`src/hw/rtl/gamepad_report_decoder_assert.svh`:
```
// Assertion macros for the gamepad report decoder.
// Needs clk_i and rst_ni in the scope of the module that uses them.
`ifndef GAMEPAD_REPORT_DECODER_ASSERT_SVH
`define GAMEPAD_REPORT_DECODER_ASSERT_SVH

// Check a property on every clock edge outside reset.
`define GRD_ASSERT(lbl, prop, msg) \
  lbl: assert property (@(posedge clk_i) disable iff (!rst_ni) (prop)) else $error(msg);

// Check that a condition implies another on the next clock edge.
`define GRD_ASSERT_NEXT(lbl, ante, cons, msg) \
  lbl: assert property (@(posedge clk_i) disable iff (!rst_ni) (ante) |=> (cons)) \
    else $error(msg);

`endif

```
`src/hw/rtl/grd_pkg.sv`:
```
// Shared types and constants of the gamepad report decoder.
// No dependencies.
package grd_pkg;

  localparam int unsigned STORE_BYTES = 16;
  localparam int unsigned IDX_W       = $clog2(STORE_BYTES);
  localparam int unsigned CNT_W       = 8;
  localparam logic [CNT_W-1:0] CNT_MAX = {CNT_W{1'b1}};
  localparam int unsigned QUEUE_DEPTH = 2;

  localparam logic STATUS_OK  = 1'b0;
  localparam logic STATUS_ERR = 1'b1;
  localparam logic KIND_8BIT  = 1'b0;
  localparam logic KIND_16BIT = 1'b1;

  typedef struct packed {
    logic [7:0] data_byte;
    logic       last_byte;
  } in_t;

  typedef struct packed {
    logic               status;
    logic               pad_kind;
    logic signed [15:0] left_x;
    logic signed [15:0] left_y;
    logic signed [15:0] right_x;
    logic signed [15:0] right_y;
    logic [9:0]         left_pull;
    logic [9:0]         right_pull;
    logic [7:0]         hat;
    logic [10:0]        button_mask;
  } out_t;

  typedef struct packed {
    logic [STORE_BYTES-1:0][7:0] bytes;
    logic [CNT_W-1:0]            len;
  } report_t;

endpackage

```
`src/hw/rtl/grd_front.sv`:
```
// Front end: collects report bytes and hands each finished report on.
// Depends on grd_pkg.
module grd_front import grd_pkg::*; (
  input  logic    clk_i,
  input  logic    rst_ni,
  input  logic    in_valid_i,
  output logic    in_ready_o,
  input  in_t     in_i,
  input  logic    q_full_i,
  output logic    push_o,
  output report_t push_data_o
);

  logic [CNT_W-1:0]            count_q, count_d;
  logic [STORE_BYTES-1:0][7:0] buf_q;
  logic [CNT_W-1:0]            len_new;
  logic                        accept;

  assign in_ready_o = !q_full_i;
  assign accept     = in_valid_i && in_ready_o;
  assign len_new    = (count_q == CNT_MAX) ? count_q : count_q + CNT_W'(1);
  assign push_o     = accept && in_i.last_byte;

  always_comb begin
    count_d = count_q;
    if (accept) begin
      count_d = in_i.last_byte ? '0 : len_new;
    end
  end

  // Zero every byte at or past the report length.
  always_comb begin
    push_data_o.len = len_new;
    for (int i = 0; i < STORE_BYTES; i++) begin
      if (CNT_W'(i) >= len_new) begin
        push_data_o.bytes[i] = '0;
      end else if (CNT_W'(i) == count_q) begin
        push_data_o.bytes[i] = in_i.data_byte;
      end else begin
        push_data_o.bytes[i] = buf_q[i];
      end
    end
  end

  always_ff @(posedge clk_i or negedge rst_ni) begin
    if (!rst_ni) begin
      count_q <= '0;
    end else begin
      count_q <= count_d;
    end
  end

  always_ff @(posedge clk_i) begin
    if (accept && (count_q < CNT_W'(STORE_BYTES))) begin
      buf_q[count_q[IDX_W-1:0]] <= in_i.data_byte;
    end
  end

endmodule

```
`src/hw/rtl/grd_queue.sv`:
```
// Short report queue between front and back end.
// Depends on grd_pkg.
module grd_queue import grd_pkg::*; (
  input  logic    clk_i,
  input  logic    rst_ni,
  input  logic    push_i,
  input  report_t push_data_i,
  output logic    full_o,
  output logic    valid_o,
  input  logic    pop_i,
  output report_t data_o
);

  localparam int unsigned PTR_W = (QUEUE_DEPTH > 1) ? $clog2(QUEUE_DEPTH) : 1;
  localparam int unsigned FILL_W = $clog2(QUEUE_DEPTH + 1);

  report_t           entries_q [QUEUE_DEPTH];
  logic [PTR_W-1:0]  wr_ptr_q, rd_ptr_q;
  logic [FILL_W-1:0] fill_q;

  function automatic logic [PTR_W-1:0] next_ptr(input logic [PTR_W-1:0] p);
    return (p == PTR_W'(QUEUE_DEPTH - 1)) ? '0 : p + PTR_W'(1);
  endfunction

  assign full_o  = (fill_q == FILL_W'(QUEUE_DEPTH));
  assign valid_o = (fill_q != '0);
  assign data_o  = entries_q[rd_ptr_q];

  always_ff @(posedge clk_i or negedge rst_ni) begin
    if (!rst_ni) begin
      wr_ptr_q <= '0;
      rd_ptr_q <= '0;
      fill_q   <= '0;
    end else begin
      if (push_i) begin
        wr_ptr_q <= next_ptr(wr_ptr_q);
      end
      if (pop_i) begin
        rd_ptr_q <= next_ptr(rd_ptr_q);
      end
      if (push_i && !pop_i) begin
        fill_q <= fill_q + FILL_W'(1);
      end else if (pop_i && !push_i) begin
        fill_q <= fill_q - FILL_W'(1);
      end
    end
  end

  always_ff @(posedge clk_i) begin
    if (push_i) begin
      entries_q[wr_ptr_q] <= push_data_i;
    end
  end

endmodule

```
`src/hw/rtl/grd_back.sv`:
```
// Back end: detects the pad layout, decodes one report and holds the result.
// Depends on grd_pkg and gamepad_report_decoder_assert.svh.
`include "gamepad_report_decoder_assert.svh"

module grd_back import grd_pkg::*; (
  input  logic    clk_i,
  input  logic    rst_ni,
  input  logic    q_valid_i,
  input  report_t q_data_i,
  output logic    pop_o,
  output logic    out_valid_o,
  input  logic    out_ready_i,
  output out_t    out_o
);

  localparam logic [7:0] REPORT_ID = 8'h01;
  localparam logic [7:0] NEAR_LO   = 8'd64;
  localparam logic [7:0] NEAR_HI   = 8'd192;
  localparam logic [7:0] HIGH_LO   = 8'h70;
  localparam logic [7:0] HIGH_HI   = 8'h90;
  localparam logic [7:0] TRIG_IDLE = 8'd30;
  localparam int unsigned SEL_N    = 10;

  logic       kind_known_q, kind_value_q;
  logic       out_valid_q;
  out_t       out_q, res;
  logic [7:0] len, l_len;
  logic       skip;
  logic [SEL_N-1:0][7:0]       s;
  logic [STORE_BYTES-1:0][7:0] b;
  logic       near, high, det_kind, kind;

  function automatic logic in_range(input logic [7:0] v, input logic [7:0] lo,
                                    input logic [7:0] hi);
    return (v >= lo) && (v <= hi);
  endfunction

  // (v - 128) * 32767 / 127 is about 258 * (v - 128): a unit step is added at 1 and 255, and 0 gives -32768.
  function automatic logic [15:0] conv8(input logic [7:0] v);
    logic signed [8:0]  x;
    logic signed [17:0] p;
    x = $signed({1'b0, v}) - 9'sd128;
    p = 18'(x) * 18'sd258;
    if (v == 8'd0) begin
      p = -18'sd32768;
    end else if (v == 8'd1) begin
      p = p - 18'sd1;
    end else if (v == 8'd255) begin
      p = p + 18'sd1;
    end
    return p[15:0];
  endfunction

  assign pop_o       = q_valid_i && (!out_valid_q || out_ready_i);
  assign out_valid_o = out_valid_q;
  assign out_o       = out_q;

  assign b     = q_data_i.bytes;
  assign len   = q_data_i.len;
  assign skip  = (b[0] == REPORT_ID) && (len >= 8'd10);
  assign l_len = len - {7'd0, skip};

  always_comb begin
    for (int k = 0; k < SEL_N; k++) begin
      s[k] = skip ? b[k + 1] : b[k];
    end
  end

  assign near = in_range(s[0], NEAR_LO, NEAR_HI) && in_range(s[1], NEAR_LO, NEAR_HI) &&
                in_range(s[2], NEAR_LO, NEAR_HI) && in_range(s[3], NEAR_LO, NEAR_HI);
  assign high = in_range(s[1], HIGH_LO, HIGH_HI) && in_range(s[3], HIGH_LO, HIGH_HI);

  always_comb begin
    if (near && (s[4] < TRIG_IDLE) && (s[5] < TRIG_IDLE)) begin
      det_kind = KIND_8BIT;
    end else if (high && (l_len >= 8'd14) && in_range(s[5], HIGH_LO, HIGH_HI) &&
                 in_range(s[7], HIGH_LO, HIGH_HI)) begin
      det_kind = KIND_16BIT;
    end else if (near || (l_len <= 8'd12)) begin
      det_kind = KIND_8BIT;
    end else begin
      det_kind = KIND_16BIT;
    end
  end

  assign kind = kind_known_q ? kind_value_q : det_kind;

  always_comb begin
    res        = '0;
    res.status = STATUS_ERR;
    if (len >= 8'd8) begin
      if (kind == KIND_8BIT) begin
        if (l_len >= 8'd10) begin
          res.status      = STATUS_OK;
          res.pad_kind    = KIND_8BIT;
          res.left_x      = conv8(s[0]);
          res.left_y      = conv8(s[1]);
          res.right_x     = conv8(s[2]);
          res.right_y     = conv8(s[3]);
          res.left_pull   = {s[4], 2'b00};
          res.right_pull  = {s[5], 2'b00};
          res.hat         = {4'd0, s[7][3:0]};
          res.button_mask = {s[8][7], s[8][6], (l_len >= 8'd11) && s[9][0],
                             s[8][5], s[8][4], s[8][1], s[8][0],
                             s[7][7], s[7][4], s[7][6], s[7][5]};
        end
      end else if (len >= 8'd14) begin
        res.status      = STATUS_OK;
        res.pad_kind    = KIND_16BIT;
        res.left_x      = {~b[1][7], b[1][6:0], b[0]};
        res.left_y      = {~b[3][7], b[3][6:0], b[2]};
        res.right_x     = {~b[5][7], b[5][6:0], b[4]};
        res.right_y     = {~b[7][7], b[7][6:0], b[6]};
        res.left_pull   = {b[9][1:0], b[8]};
        res.right_pull  = {b[11][1:0], b[10]};
        res.hat         = b[12];
        res.button_mask = {b[14][6], b[14][5], b[14][4], b[14][3], b[14][2],
                           b[13][7], b[13][6], b[13][4], b[13][3], b[13][1], b[13][0]};
      end
    end
  end

  always_ff @(posedge clk_i or negedge rst_ni) begin
    if (!rst_ni) begin
      kind_known_q <= 1'b0;
      kind_value_q <= KIND_8BIT;
      out_valid_q  <= 1'b0;
    end else begin
      if (pop_o) begin
        out_valid_q <= 1'b1;
        if (!kind_known_q && (len >= 8'd8)) begin
          kind_known_q <= 1'b1;
          kind_value_q <= det_kind;
        end
      end else if (out_ready_i) begin
        out_valid_q <= 1'b0;
      end
    end
  end

  always_ff @(posedge clk_i) begin
    if (pop_o) begin
      out_q <= res;
    end
  end

  `GRD_ASSERT_NEXT(a_kind_sticky, kind_known_q, kind_known_q && $stable(kind_value_q), "pad layout changed after detection")
  `GRD_ASSERT(a_kind_reset, !kind_known_q |-> (kind_value_q == KIND_8BIT), "layout set before detection")
  `GRD_ASSERT(a_pop_has_item, pop_o |-> q_valid_i, "pop from empty queue")
  `GRD_ASSERT(a_err_zero, (out_valid_q && out_q.status) |-> (out_q.pad_kind == 1'b0 && out_q.left_x == '0 && out_q.right_y == '0 && out_q.hat == '0 && out_q.button_mask == '0), "error result carries data")

endmodule

```
`src/hw/rtl/gamepad_report_decoder.sv`:
```
// Gamepad report decoder: one report byte accepted per cycle, when the report queue has room.
// A finished report is registered in the queue, then decoded into the output register when
// that is free; up to two finished reports wait in the queue while the output stalls.
// Throughput: one byte per cycle (queue not full), one decoded report per cycle (output taken).
// Reset clears the byte count, queue, detected layout and output valid; the byte store is
// not cleared, and bytes past the report length read as zero.
module gamepad_report_decoder import grd_pkg::*; (
  input  logic clk_i,
  input  logic rst_ni,
  input  logic in_valid_i,
  output logic in_ready_o,
  input  in_t  in_i,
  output logic out_valid_o,
  input  logic out_ready_i,
  output out_t out_o
);

  logic    push, q_full, q_valid, pop;
  report_t push_data, q_data;

  grd_front u_front (
    .clk_i       (clk_i),
    .rst_ni      (rst_ni),
    .in_valid_i  (in_valid_i),
    .in_ready_o  (in_ready_o),
    .in_i        (in_i),
    .q_full_i    (q_full),
    .push_o      (push),
    .push_data_o (push_data)
  );

  grd_queue u_queue (
    .clk_i       (clk_i),
    .rst_ni      (rst_ni),
    .push_i      (push),
    .push_data_i (push_data),
    .full_o      (q_full),
    .valid_o     (q_valid),
    .pop_i       (pop),
    .data_o      (q_data)
  );

  grd_back u_back (
    .clk_i       (clk_i),
    .rst_ni      (rst_ni),
    .q_valid_i   (q_valid),
    .q_data_i    (q_data),
    .pop_o       (pop),
    .out_valid_o (out_valid_o),
    .out_ready_i (out_ready_i),
    .out_o       (out_o)
  );

endmodule
```
`config.mk`:
```
export PLATFORM = sky130hd
export DESIGN_NAME = gamepad_report_decoder
export DESIGN_NICKNAME = d
export VERILOG_FILES = /design/src/hw/rtl/grd_pkg.sv /design/src/hw/rtl/grd_front.sv /design/src/hw/rtl/grd_queue.sv /design/src/hw/rtl/grd_back.sv /design/src/hw/rtl/gamepad_report_decoder.sv
export VERILOG_INCLUDE_DIRS = /design/src /design/src/hw/rtl
export SDC_FILE = /design/constraint.sdc
export NUM_CORES = 1
export LEC_CHECK = 0
export ABC_AREA = 1
export BUFFER_PORTS_ARGS = -buffer_cell sky130_fd_sc_hd__buf_2
export CORE_ASPECT_RATIO = 1.2
export CORE_MARGIN = 5
export CORE_UTILIZATION = 60
export DETAILED_ROUTE_END_ITERATION = 16
export GPL_TIMING_DRIVEN = 0
export HOLD_SLACK_MARGIN = 0.12
export PLACE_DENSITY = 0.78
export SLEW_MARGIN = 20
export SYNTH_ARGS = -nofsm -noshare
export SYNTH_HDL_FRONTEND = slang
export SYNTH_SLANG_ARGS = --single-unit
```
`constraint.sdc`:
```
create_clock -name clk_i -period 9.5 [get_ports clk_i]
set_input_delay 1.425 -clock clk_i [delete_from_list [all_inputs] [get_ports clk_i]]
set_output_delay 1.425 -clock clk_i [all_outputs]
set_load 0.1 [all_outputs]
```
# == After elaboration in Yosys (flattened, before gate mapping) ==
# Memories as Yosys holds them, arrays and structs flattened.
# Index checks and enable logic that the tools add are counted.
# W data, S select, Z words.
# totals
wordCells,246
ff_bits,248
latch_bits,0
ram_bits,272
output_inout_bits,107
input_bits,13
romBits,0
mem_count,1
# classes
n_reduce_logical,43
addsub,18
n_lt_le_gt_ge,44
mux,73
n_div,0
n_mul,4
shifts,0
n_eq_ne,26
bitwise,4
# mem_list
memory,depth,width,rd,rd_clocked_by_memory_dff,wr,line,text
u_queue.entries_q,2,136,1,0,1,grd_queue.sv:17,report_t entries_q [QUEUE_DEPTH];
# op_table
operator,n
$mux W8,43
$mux W105,3
$mux W16,12
$bwmux W128,1
$add A16 B2 Y16 const B,4
$eq A4 B8 Y1 const A,8
$ge A4 B8 Y1 const A,8
$ge A8 B7 Y1 const B,8
$le A8 B8 Y1 const B,8
$sub A16 B2 Y16 const B,4
$mul A9 B9 Y15 const B,4
$ge A8 B4 Y1 const B,6
$eq A8 B1 Y1 const B,5
$eq A8 B8 Y1 const B,5
$logic_not A8 Y1,5
$sub A8 B8 Y9 const B,4
$demux W8 S4,1
$eq A3 B8 Y1 const A,4
$ge A3 B8 Y1 const A,4
$logic_and A1 B1 Y1,27
$lt A8 B5 Y1 const B,3
$eq A2 B8 Y1 const A,2
$ge A1 B8 Y1 const A,2
$ge A2 B8 Y1 const A,2
other kinds (17),39

# == Logic depth before layout (Yosys ltp) ==
# Gate-level depths: netlist (run 1).
# An unclocked memory read counts as a cell.
# logic_depth
depth_word,15
depth_mapped,32
mapped_depth_nobuf,29

# == Cells and area by module ==
# Synthesis (run 1) repeated with hierarchy kept, for this count alone.
# unflattened
hier_cells,2782
hier_area_um2,27853.0
# modules_own_cells
module,cells_per_inst,area_per_inst_um2,n_inst,seq_area_each_um2
grd_queue,448,10099.7,1,8267.9
grd_back,1388,9988.3,1,3228.1
grd_front,946,7764.9,1,4043.9

# == Least setup slack after synthesis (run 1) ==
# OpenSTA, ideal clock, no wires.
# synth_path
path_kind,input port to flip-flop
start,input out_ready_i
end,register u_queue.fill_q[1]
path_slack_ns,1.494
cell_stages,7
n_path_buf,0
t_arrival_ns,7.875
setup_ns,0.131
required_ns,9.369
path_cell_list,nor2_1 > a21oi_1 > inv_1 > ha_1 > a21oi_1 > o21ai_0 > xor2_1
# synth_between
elab_chain_cells,5
elab_cells_between_ends,7
classes_between,mux: 1; reduce/logical: 6
# synth_rtl
item,line,text
from (decl),gamepad_report_decoder.sv:14,"input logic out_ready_i,"
$logic_or A1 B1 Y1 (*),grd_back.sv:54,assign pop_o = q_valid_i && (!out_valid_q || out_ready_i);
$logic_and A1 B1 Y1 (*),grd_back.sv:54,
via pop,gamepad_report_decoder.sv:18,"logic push, q_full, q_valid, pop;"
$logic_not A1 Y1,grd_queue.sv:41,if (push_i && !pop_i) begin
$logic_and A1 B1 Y1,grd_queue.sv:41,
$mux W2 or $reduce_bool A2 Y1 (tied branches),--,
to (signal assigned),grd_queue.sv:42,fill_q <= fill_q + FILL_W'(1);
to (signal assigned),grd_queue.sv:44,fill_q <= fill_q - FILL_W'(1);
to (decl),grd_queue.sv:19,logic [FILL_W-1:0] fill_q;
# Mark *: on every way through the listed nets, which the timed path passes. The rest lies on a longest branch.
# A chain may end at the register's enable or synchronous reset.

# == Worst setup path in the final report (run 1) ==
# layout_path
start,register u_queue.rd_ptr_q
end,"register u_back.out_q, in the netlist u_back.out_o[101] (data pin)"
# layout_between
elab_chain_cells,15
elab_cells_between_ends,70
classes_between,add/sub: 4; mul: 1; order compare: 24; eq/ne: 3; mux: 17; reduce/logical: 20; memory: 1
# layout_rtl
item,line,text
from (decl),grd_queue.sv:18,"logic [PTR_W-1:0] wr_ptr_q, rd_ptr_q;"
from (signal assigned),grd_queue.sv:39,rd_ptr_q <= next_ptr(rd_ptr_q);
$mem_v2 Z2 W136 (*),--,
branches (longest 14 deep; another with $add A16 B2 Y16),--,
to (signal assigned),grd_back.sv:143,out_q <= res;
to (decl),grd_back.sv:26,"out_t out_q, res;"
# Mark *: on every way between the ends.

==> results of run 1 <==
-- state kept, by name, indices dropped and copies added, names as in the netlist, 2 cells and up --
| name | cells |
|---|---|
| u_front.count_q | 8 |
| u_front.buf_q | 107 |
| u_back.out_o | 105 |
| u_queue.fill_q | 2 |
| u_queue.entries_q | 230 |
-- worst min-delay path by stage --
stage,startpoint,endpoint,slack [ps],cells past startpoint
2_1_floorplan,u_queue.fill_q[0],u_queue.fill_q[0],450,1
3_3_place_gp,u_queue.fill_q[0],u_queue.fill_q[0],460,1
3_5_place_dp,u_queue.fill_q[0],u_queue.fill_q[0],470,1
4_1_cts,u_queue.fill_q[0],u_queue.fill_q[0],470,1
5_1_grt,u_queue.fill_q[0],u_queue.fill_q[0],490,1
6_report,u_queue.fill_q[0],u_queue.fill_q[0],470,1
-- final cells by class --
type	count	area, um^2
Clock buffer	56	1150
Fill cell	3099	12500
Sequential cell	457	13600
Buffer	110	536
Inverter	276	1040
Clock inverter	23	289
Tap cell	533	667
Timing Repair Buffer	134	986
Multi-Input combinational cell	1729	8930
-- cells by family after synthesis --
kind of cell               Yosys count
AOI/OAI and AO/OA                  284
and+or+nand+nor                   1284
xor gates and xnor gates            42
adders and majority gates           76
buffers and inverters              386
DFF                                457
muxes                               43
-- per-layer routing --
| metal | global-route usage [%] | wire (um) |
|---|---|---|
| met5 | 0 | 0 |
| met2 | 52.5 | 33500 |
| met4 | 16.7 | 4700 |
| met1 | 44.1 | 27500 |
| met3 | 4.14 | 6650 |
-- placed cells by master, fill, tap and decap left out, types with 9 or more instances in the layout --
cell type	count
buf_2	148
nand3_1	252
o211ai_1	20
xor2_1	30
buf_16	12
dfrtp_1	15
clkinv_1	14
buf_1	9
nor3_1	23
clkbuf_16	44
nand2_1	616
o21ai_1	12
a21oi_1	126
xnor2_1	12
clkbuf_1	69
or2_2	27
o21ai_0	76
mux2i_1	43
ha_1	69
inv_1	262
edfxtp_1	442
a211oi_1	27
nor2_1	282
nand4_1	48
-- per-stage QoR --
stage	util, %	cell area [um^2]	std cells	hold slack (ps)	setup TNS (ps)
floorplan	-	24100	2572	446	0
global placement	63.9	25400	3224	463	-205900
detailed placement	64.9	25800	3239	467	0
CTS	68.5	27200	3318	475	0
global route	68.5	27200	3318	487	0
finish	68.5	27200	3318	472	0
==> impl_results.md, run 1 <==
* Area share of the largest cell type after synthesis at 55.0%
* Combinational family with the most area after synthesis: simple AND/OR/NAND/NOR gates
* Worst r2r dst: u_back.out_o[101]
* DRC violations left at 0
* Die span in x at 193 um
* Antenna diodes at 0
* Maximum clock path buffer count at 3
* Signal arrival time at the worst endpoint at 6650 ps
* Area of the die at 44,300 um^2
* Total Routing Usage GR at 32.8%
* Setup slack of the most critical reg-to-reg path at 3260 ps
* Area leader, netlist: edfxtp_1
* Clk slew on worst S/H paths at 60 ps
* Fraction of registers with async set/reset at 3.28%
* Site row count at 80
* Crit-path cells: buf_2, buf_2, buf_2, buf_1, buf_1, mux2i_1, ha_1, inv_1, nor2_1, xor2_1, nand2_1, nor2_1, nor2_1, a21oi_1, nand2_1, nor2_1, nand2_1, nand3_2, clkbuf_1, nand3_1, nand2_1
* Warning count from the yosys run at 0
* Cell with the most instances after synthesis: nand2_1
* Share of the cycle needed by the critical path after routing at 65.6%
* Largest stage delay on the critical path at 830 ps
* Cell area after synthesis at 24,100 um^2
* Most used standard cells in the synthesized netlist: nand2_1 (616), edfxtp_1 (442), nor2_1 (284)
* Cell count of the worst reg-to-reg path at 21
* Post-cts repair resize count at 0
* Maximum number of pins on one net before global-route repair at 27
* CTS tree: done
* Routability cong. at 1.00
* Origin of the worst setup path: u_queue.rd_ptr_q
* Die Y at 230 um
* Type of element launching the critical path: register
* Clock latency on the worst-skew pair at 590 ps
* Number of buffers added for setup after CTS at 0
* Commonest register cell after synthesis: edfxtp_1
* Total congestion overflow at 0
* Clock sinks at 457
* Final wirelength at 72,400 um
* Register bit count reported by yosys at 457
* Final nets at 2,840
* Crit Reg-Reg Startpoint: u_queue.rd_ptr_q
* Number of nets produced by synthesis at 2,661
* Post-route worst setup slack at 3260 ps
* Required time reported for the critical path endpoint at 9920 ps
* Worst setup timing slack at the placement stage at 3460 ps
* Final slew viol count at 0
* Compound-Gate Fraction of Synth Area at 6.70%
* Critical path capture point: u_back.out_o[101]
* Headroom to the max-slew limit at 30.1%
* First-pass GRT wire length at 109,000 um
* Via count of the first global-routing pass at 18,715
* Total half-perimeter wirelength after legalization and detailed placement at 54,700 um
* Unrepaired setup endpoints after global routing: false
* Placeable Area at 39,700 um^2
* Detailed-route via count at 19,462
* Worst-case clock skew at 29.4 ps
* Area overhead of the layout relative to synthesis at 13.0%
* # port buffers at 119
* Slowest CP cell: buf_1
* First-pass detailed-route iteration total at 8
* Worst-path fanout max at 10
* Max Freq at 160 MHz
* Antenna violations before repair at 0
* Synth area leaders: edfxtp_1 (55%), nand2_1 (9.6%), nand3_1 (5.2%), nor2_1 (4.4%), inv_1 (4.1%)
* Detail-routed via count per cell at 5.87
* Wire per inst at 21.8 um
* Number of buffers inserted during clock tree synthesis at 43
* Final number of setup-violating endpoints at 0
* Total of hold buffers inserted after clock tree synthesis at 0
* I/O pin cnt at 120
* Post-synthesis share of cell area spent on and, or, nand and nor gates at 22.7%
* Initial core utilization at 60.7%
* Worst min-delay path category: reg -> reg
* Xor/xnor cell area share of the yosys netlist at 1.53%
* Slew at the pin closest to its max-slew limit at 1040 ps
* EDFF count, synth at 442
* Crit path buffers/inverters at 7
* # Max-Cap Violations at 0
* Worst setup EP type: register
* Minimum period implied by the final worst setup slack at 6240 ps
* 1st-iter DRT viols at 2,068
* Residual antenna-violating net count after detailed routing at 0
* Clock root buffer: clkbuf_16
* Unique cell type count in the Yosys netlist at 46
* Family of cells with the greatest summed delay on the critical path: buffers and inverters
* Fraction of layout cells with a size suffix above 1 at 10.8%
* Result of the run: finished clean
* Mapped Cells at 2,572
* Share of synthesized area occupied by flip-flops and latches at 56.6%
* Levels on crit path at 21
* Mux cell area share after synthesis at 1.78%
* Crit Path Class: reg -> reg
* Post-Synth Adder-Cell Area at 4.16%
* Avg Inst Size Synth at 9.38 um^2
* Number of hold-slack violations in the final timing report at 0
* H-Tree Level Count at 2
Power of run 1 is left out: the tool's default activity adds up to more than one toggle a clock period on the data nets, which glitch-free logic cannot reach.
==> inputs of run 2 (changes only) <==
==> constraint.sdc (replaced) <==
create_clock -name clk_i -period 5.98 [get_ports clk_i]
set_input_delay 0.897 -clock clk_i [delete_from_list [all_inputs] [get_ports clk_i]]
set_output_delay 0.897 -clock clk_i [all_outputs]
set_load 0.1 [all_outputs]
==> impl_results.md, run 2 (synthesis results as in run 1) <==
* Crit-path most repeated cell: nand2_1
* Minimum period implied by the final worst setup slack at 5740 ps
* Site row count at 80
* Post-route cell area at 27,300 um^2
* Share of the cycle needed by the critical path after routing at 96.0%
* Max Freq at 174 MHz
* Die Y at 230 um
* Clock latency on the worst-skew pair at 610 ps
* Die span in x at 193 um
* Crit Path Class: reg -> reg
* Total Neg Setup Slack at 0 ps
* Final nets at 2,838
* Total half-perimeter wirelength after legalization and detailed placement at 55,100 um
* CTS tree: done
* Via count of the first global-routing pass at 18,875
* Initial core utilization at 60.7%
* Number of hold-slack violations in the final timing report at 0
* Slowest CP cell: buf_1
* Crit Reg-Reg Startpoint: u_queue.rd_ptr_q
* I/O pin cnt at 120
* Highest-count cells in the layout ignoring fill and taps: nand2_1 (616), edfxtp_1 (442), nor2_1 (282)
* DRC violations left at 0
* Detail-routed via count per cell at 5.86
* Number of buffers inserted during clock tree synthesis at 44
* Placeable Area at 39,700 um^2
* Post-placement cell area at 25,700 um^2
* Type of element launching the critical path: register
* Post-route worst setup slack at 238 ps
* Flip-flop count of the largest register after layout at 230
* Total Routing Usage GR at 32.9%
* Unrepaired setup endpoints after global routing: false
* # Max-Cap Violations at 0
* Antenna diodes at 0
* Final wirelength at 72,800 um
* Final number of setup-violating endpoints at 0
* Worst setup timing slack at the placement stage at -91.0 ps
* Residual antenna-violating net count after detailed routing at 0
* Wire per inst at 21.9 um
* Result of the run: finished clean
* Worst r2r dst: u_back.out_o[9]
* Area overhead of the layout relative to synthesis at 13.1%
* 1st-iter DRT viols at 2,276
* Clk slew on worst S/H paths at 70 ps
* Signal arrival time at the worst endpoint at 6200 ps
* Register ranked first by flip-flop count: u_queue.entries_q
* Post-Route Hold Slack at 232 ps
* Worst-case clock skew at 33.4 ps
* Final slew viol count at 0
* Setup slack of the most critical reg-to-reg path at 240 ps
* Routability cong. at 0.997
* First-pass GRT wire length at 110,000 um
* Detailed-route via count at 19,424
* Worst setup EP type: register
* Maximum number of pins on one net before global-route repair at 29
* Headroom to the max-slew limit at 31.6%
* Filler Cells Inserted at 3,112
* Maximum clock path buffer count at 3
* H-Tree Level Count at 2
* Total of hold buffers inserted after clock tree synthesis at 0
* Worst min-delay path category: in -> async
* # port buffers at 119
* Fraction of layout cells with a size suffix above 1 at 11.3%
* Required time reported for the critical path endpoint at 6440 ps
* Area of the die at 44,300 um^2
* Clock root buffer: clkbuf_16
* Most frequent standard cell in the layout excluding fill and tap cells: nand2_1
* Largest stage delay on the critical path at 570 ps
* Clock sinks at 457
* Total congestion overflow at 0
* Worst-path fanout max at 10
* Cell count of the worst reg-to-reg path at 28
* First-pass detailed-route iteration total at 6
* Antenna violations before repair at 0
* Slew at the pin closest to its max-slew limit at 1010 ps
## run 2: area by class of cell
cell class                 instances  area (um^2)  share of cell area [%]
timing repair buffer             132          901                    3.30
multi-input combinational       1729         8930                    32.8
inverter                         276         1040                    3.80
clock inverter                    30          420                    1.54
clock buffer                      50         1120                    4.12
tap                              533          667                    2.45
sequential                       457        13600                    50.0
buffer                           109          541                    1.98
## run 2: critical path, delay by kind of cell, from the launching register on
family	cells	cell delay, ps
AO/OA/AOI/OAI	2	290
adder cells (fa/ha/maj)	2	530
buffers and inverters	7	1640
flip-flops	1	430
AND/OR/NAND/NOR	17	2680
## run 2: layer usage
layer	share of wire, %	track usage, %	up-vias
met5	0	0	-
met3	9.2	5.54	234
met4	5.7	16.0	0
met2	47	53.6	1112
li1	-	-	9050
met1	38	43.0	9028
## run 2: worst max path at each step
stage / start / end / slack, ps / cells past startpoint
after floorplan: u_queue.fill_q[0] / u_queue.entries_q[0][0] / -1170 / 6
after CTS: u_queue.rd_ptr_q / u_back.out_o[51] / 130 / 21
after global routing: u_queue.rd_ptr_q / u_back.out_o[87] / 60 / 28
after detailed placement: u_queue.rd_ptr_q / u_back.out_o[101] / -90 / 21
after global placement: in_valid_i / u_queue.entries_q[1][108] / -3530 / 5
final: u_queue.rd_ptr_q / u_back.out_o[9] / 240 / 28
## run 2: stage by stage
stage	cells	utilization, %
floorplan	2572	-
global placement	3224	63.9
detailed placement	3237	64.7
CTS	3317	68.6
global route	3316	68.6
finish	3316	68.6
## run 2: timing repair
item,in CTS,in global routing
resized for setup,2,2
pin swaps,0,0
buffers inserted,0,0
setup endpoints to repair,13,43
Power of run 2 is left out for the same reason.
==> inputs of run 3 (changes only) <==
--- a/config.mk
+++ b/config.mk
@@ -6,7 +6,6 @@
 export SDC_FILE = /design/constraint.sdc
 export NUM_CORES = 1
 export LEC_CHECK = 0
-export ABC_AREA = 1
 export BUFFER_PORTS_ARGS = -buffer_cell sky130_fd_sc_hd__buf_2
 export CORE_ASPECT_RATIO = 1.2
 export CORE_MARGIN = 5
==> impl_results.md, run 3 <==
* Post-route worst setup slack at 30.8 ps
* Antenna violations before repair at 0
* Type of element launching the critical path: register
* Fraction of registers with async set/reset at 3.28%
* Antenna diodes at 0
* Die span in x at 191 um
* Area of the die at 43,600 um^2
* Mapped Cells at 1,970
* Share of synthesized area occupied by flip-flops and latches at 57.6%
* Final wirelength at 68,700 um
* Signal arrival time at the worst endpoint at 6310 ps
* Headroom to the max-slew limit at 33.5%
* Maximum number of pins on one net before global-route repair at 51
* Avg Inst Size Synth at 12.0 um^2
* Clock latency on the worst-skew pair at 570 ps
* Commonest register cell after synthesis: edfxtp_1
* Final number of setup-violating endpoints at 0
* Most frequent standard cell in the layout excluding fill and tap cells: edfxtp_1
* Number of nets produced by synthesis at 2,059
* Post-synthesis share of cell area spent on and, or, nand and nor gates at 12.6%
* Worst setup timing slack at the placement stage at -1560 ps
* First-pass detailed-route iteration total at 6
* Post-route cell area at 26,800 um^2
* Compound-Gate Fraction of Synth Area at 6.81%
* Clock sinks at 457
* Mux cell area share after synthesis at 13.2%
* Fraction of layout cells with a size suffix above 1 at 16.7%
* Wire per inst at 25.4 um
* Worst min-delay path category: in -> async
* Total half-perimeter wirelength after legalization and detailed placement at 50,700 um
* Detail-routed via count per cell at 6.30
* Crit-path cells: buf_2, nor3_1, or3_1, a211o_1, buf_4, inv_6, buf_2, clkbuf_4, clkbuf_4, buf_4, ha_1, ha_1, o21ai_0, mux2i_1, a22o_1, nand2_1, nor2_1, o31ai_1, nor2_4, buf_6, buf_6, mux2i_1
* Register bit count reported by yosys at 457
* EDFF count, synth at 442
* Residual antenna-violating net count after detailed routing at 0
* Most used standard cells in the synthesized netlist: edfxtp_1 (442), nand2_1 (237), nor2_1 (198)
* Via count of the first global-routing pass at 16,538
* First-pass GRT wire length at 101,000 um
* Worst setup EP type: register
* Xor/xnor cell area share of the yosys netlist at 2.70%
* Area leader, netlist: edfxtp_1
* Filler Cells Inserted at 2,887
* Total Routing Usage GR at 30.8%
* Site row count at 79
* Worst-case clock skew at 25.0 ps
* Highest-count cells in the layout ignoring fill and taps: edfxtp_1 (442), nand2_1 (237), nor2_1 (195)
* Area share of the largest cell type after synthesis at 56.0%
* Final slew viol count at 0
* DRC violations left at 0
* Initial core utilization at 60.9%
* Die Y at 228 um
* Routability cong. at 0.973
* H-Tree Level Count at 2
* Minimum period implied by the final worst setup slack at 5950 ps
* Final nets at 2,241
* # Max-Cap Violations at 0
* Area overhead of the layout relative to synthesis at 13.2%
* Required time reported for the critical path endpoint at 6340 ps
* Maximum clock path buffer count at 3
* CTS tree: done
* Detailed-route via count at 17,066
* Warning count from the yosys run at 0
* Post-Route Hold Slack at 280 ps
* Number of hold-slack violations in the final timing report at 0
* Clk slew on worst S/H paths at 60 ps
* Number of buffers inserted during clock tree synthesis at 43
* Slowest CP cell: dfrtp_1
* Clock root buffer: clkbuf_16
* Placeable Area at 38,900 um^2
* Non-Filler Instances at 2,709
* Synth area leaders: edfxtp_1 (56%), mux2i_1 (8.3%), nand2_1 (3.8%), ha_1 (3.6%), mux2_2 (3.2%)
* Number of placed instances with taps included at 2,627
* Post-Synth Adder-Cell Area at 4.23%
* Max Freq at 168 MHz
* Cell with the most instances after synthesis: edfxtp_1
* Register ranked first by flip-flop count: u_queue.entries_q
* Share of the cycle needed by the critical path after routing at 99.5%
* Post-placement cell area at 25,300 um^2
* Flip-flop count of the largest register after layout at 230
* Total congestion overflow at 0
* Unique cell type count in the Yosys netlist at 72
* Cell area after synthesis at 23,700 um^2
* # port buffers at 119
* Largest stage delay on the critical path at 400 ps
* Combinational family with the most area after synthesis: multiplexers
* Worst-path fanout max at 10
* Slew at the pin closest to its max-slew limit at 997 ps
* Crit Path Class: reg -> reg
* 1st-iter DRT viols at 1,789
* I/O pin cnt at 120
* Result of the run: finished clean
-- run 3: cell types whose count changed after synthesis, sizes merged, moves of 17 or more --
cell,delta
a211oi,-17
nor2,-93
o21ai,-48
mux2i,+154
or2,-21
nand4,-39
a21oi,-21
nand3,-181
inv,-219
nand2,-383
mux2,+88
xnor2,+28
-- run 3: timing repair --
item,4_1_cts,5_1_grt
endpoints found under the setup margin,106,95
pin swaps,1,0
resized for setup,23,21
hold buffers,0,0
setup buffers,2,4
-- run 3: layout make-up --
| cell class | instances | area, um^2 | area share [%] |
|---|---|---|---|
| sequential | 457 | 13600 | 50.9 |
| multi-input combinational | 1358 | 9480 | 35.3 |
| clock inverter | 24 | 234 | 0.872 |
| buffer | 104 | 552 | 2.06 |
| clock buffer | 52 | 1110 | 4.14 |
| tap | 526 | 658 | 2.45 |
| timing repair buffer | 137 | 948 | 3.54 |
| inverter | 51 | 196 | 0.732 |
-- run 3: path summary, 6_finish.rpt --
kind,startpoint,to,slack (ps),cells past startpoint
max,u_queue.rd_ptr_q,u_back.out_o[28],30,22
min,rst_ni,u_back.kind_known_q,280,1
max reg2reg,u_queue.rd_ptr_q,u_back.out_o[28],30,22
min reg2reg,u_queue.fill_q[1],u_queue.fill_q[1],510,1
max in group asynchronous,rst_ni,u_back.out_valid_o,5360,1
min in group clk_i,u_queue.fill_q[1],u_queue.fill_q[1],510,1
-- run 3: routing by layer --
layer / vias up / GRT usage [%] / part of all wire [%]
met5: - / 0 / 0
met4: 0 / 14.9 / 5.8
met3: 231 / 4.51 / 8.4
met2: 958 / 50.2 / 47
met1: 8283 / 40.9 / 39
li1: 7594 / - / -
-- run 3: stage by stage --
step / TNS [ps] / utilization, %
after floorplan: 0 / -
after global placement: -138460 / 64.1
after detailed placement: -114950 / 65.0
after CTS: 0 / 68.6
after global routing: -166 / 68.9
final: 0 / 68.9
-- run 3: cell families (layout without fill, tap and decap cells) --
family / after synthesis / count (layout)
buffers and inverters: 155 / 368
xor gates and xnor gates: 73 / 73
DFF: 457 / 457
AOI/OAI and AO/OA: 256 / 256
muxes: 292 / 292
adders and majority gates: 76 / 76
and+or+nand+nor: 661 / 661
-- run 3: critical path: cells and delay by family (launching register included) --
kind | cells | cell delay, ps
multiplexers | 2 | 600
adder cells (fa/ha/maj) | 2 | 430
flip-flops | 1 | 400
buffers and inverters | 9 | 2290
AND/OR/NAND/NOR | 5 | 1100
AO/OA/AOI/OAI | 4 | 910
Power of run 3 is left out for the same reason.
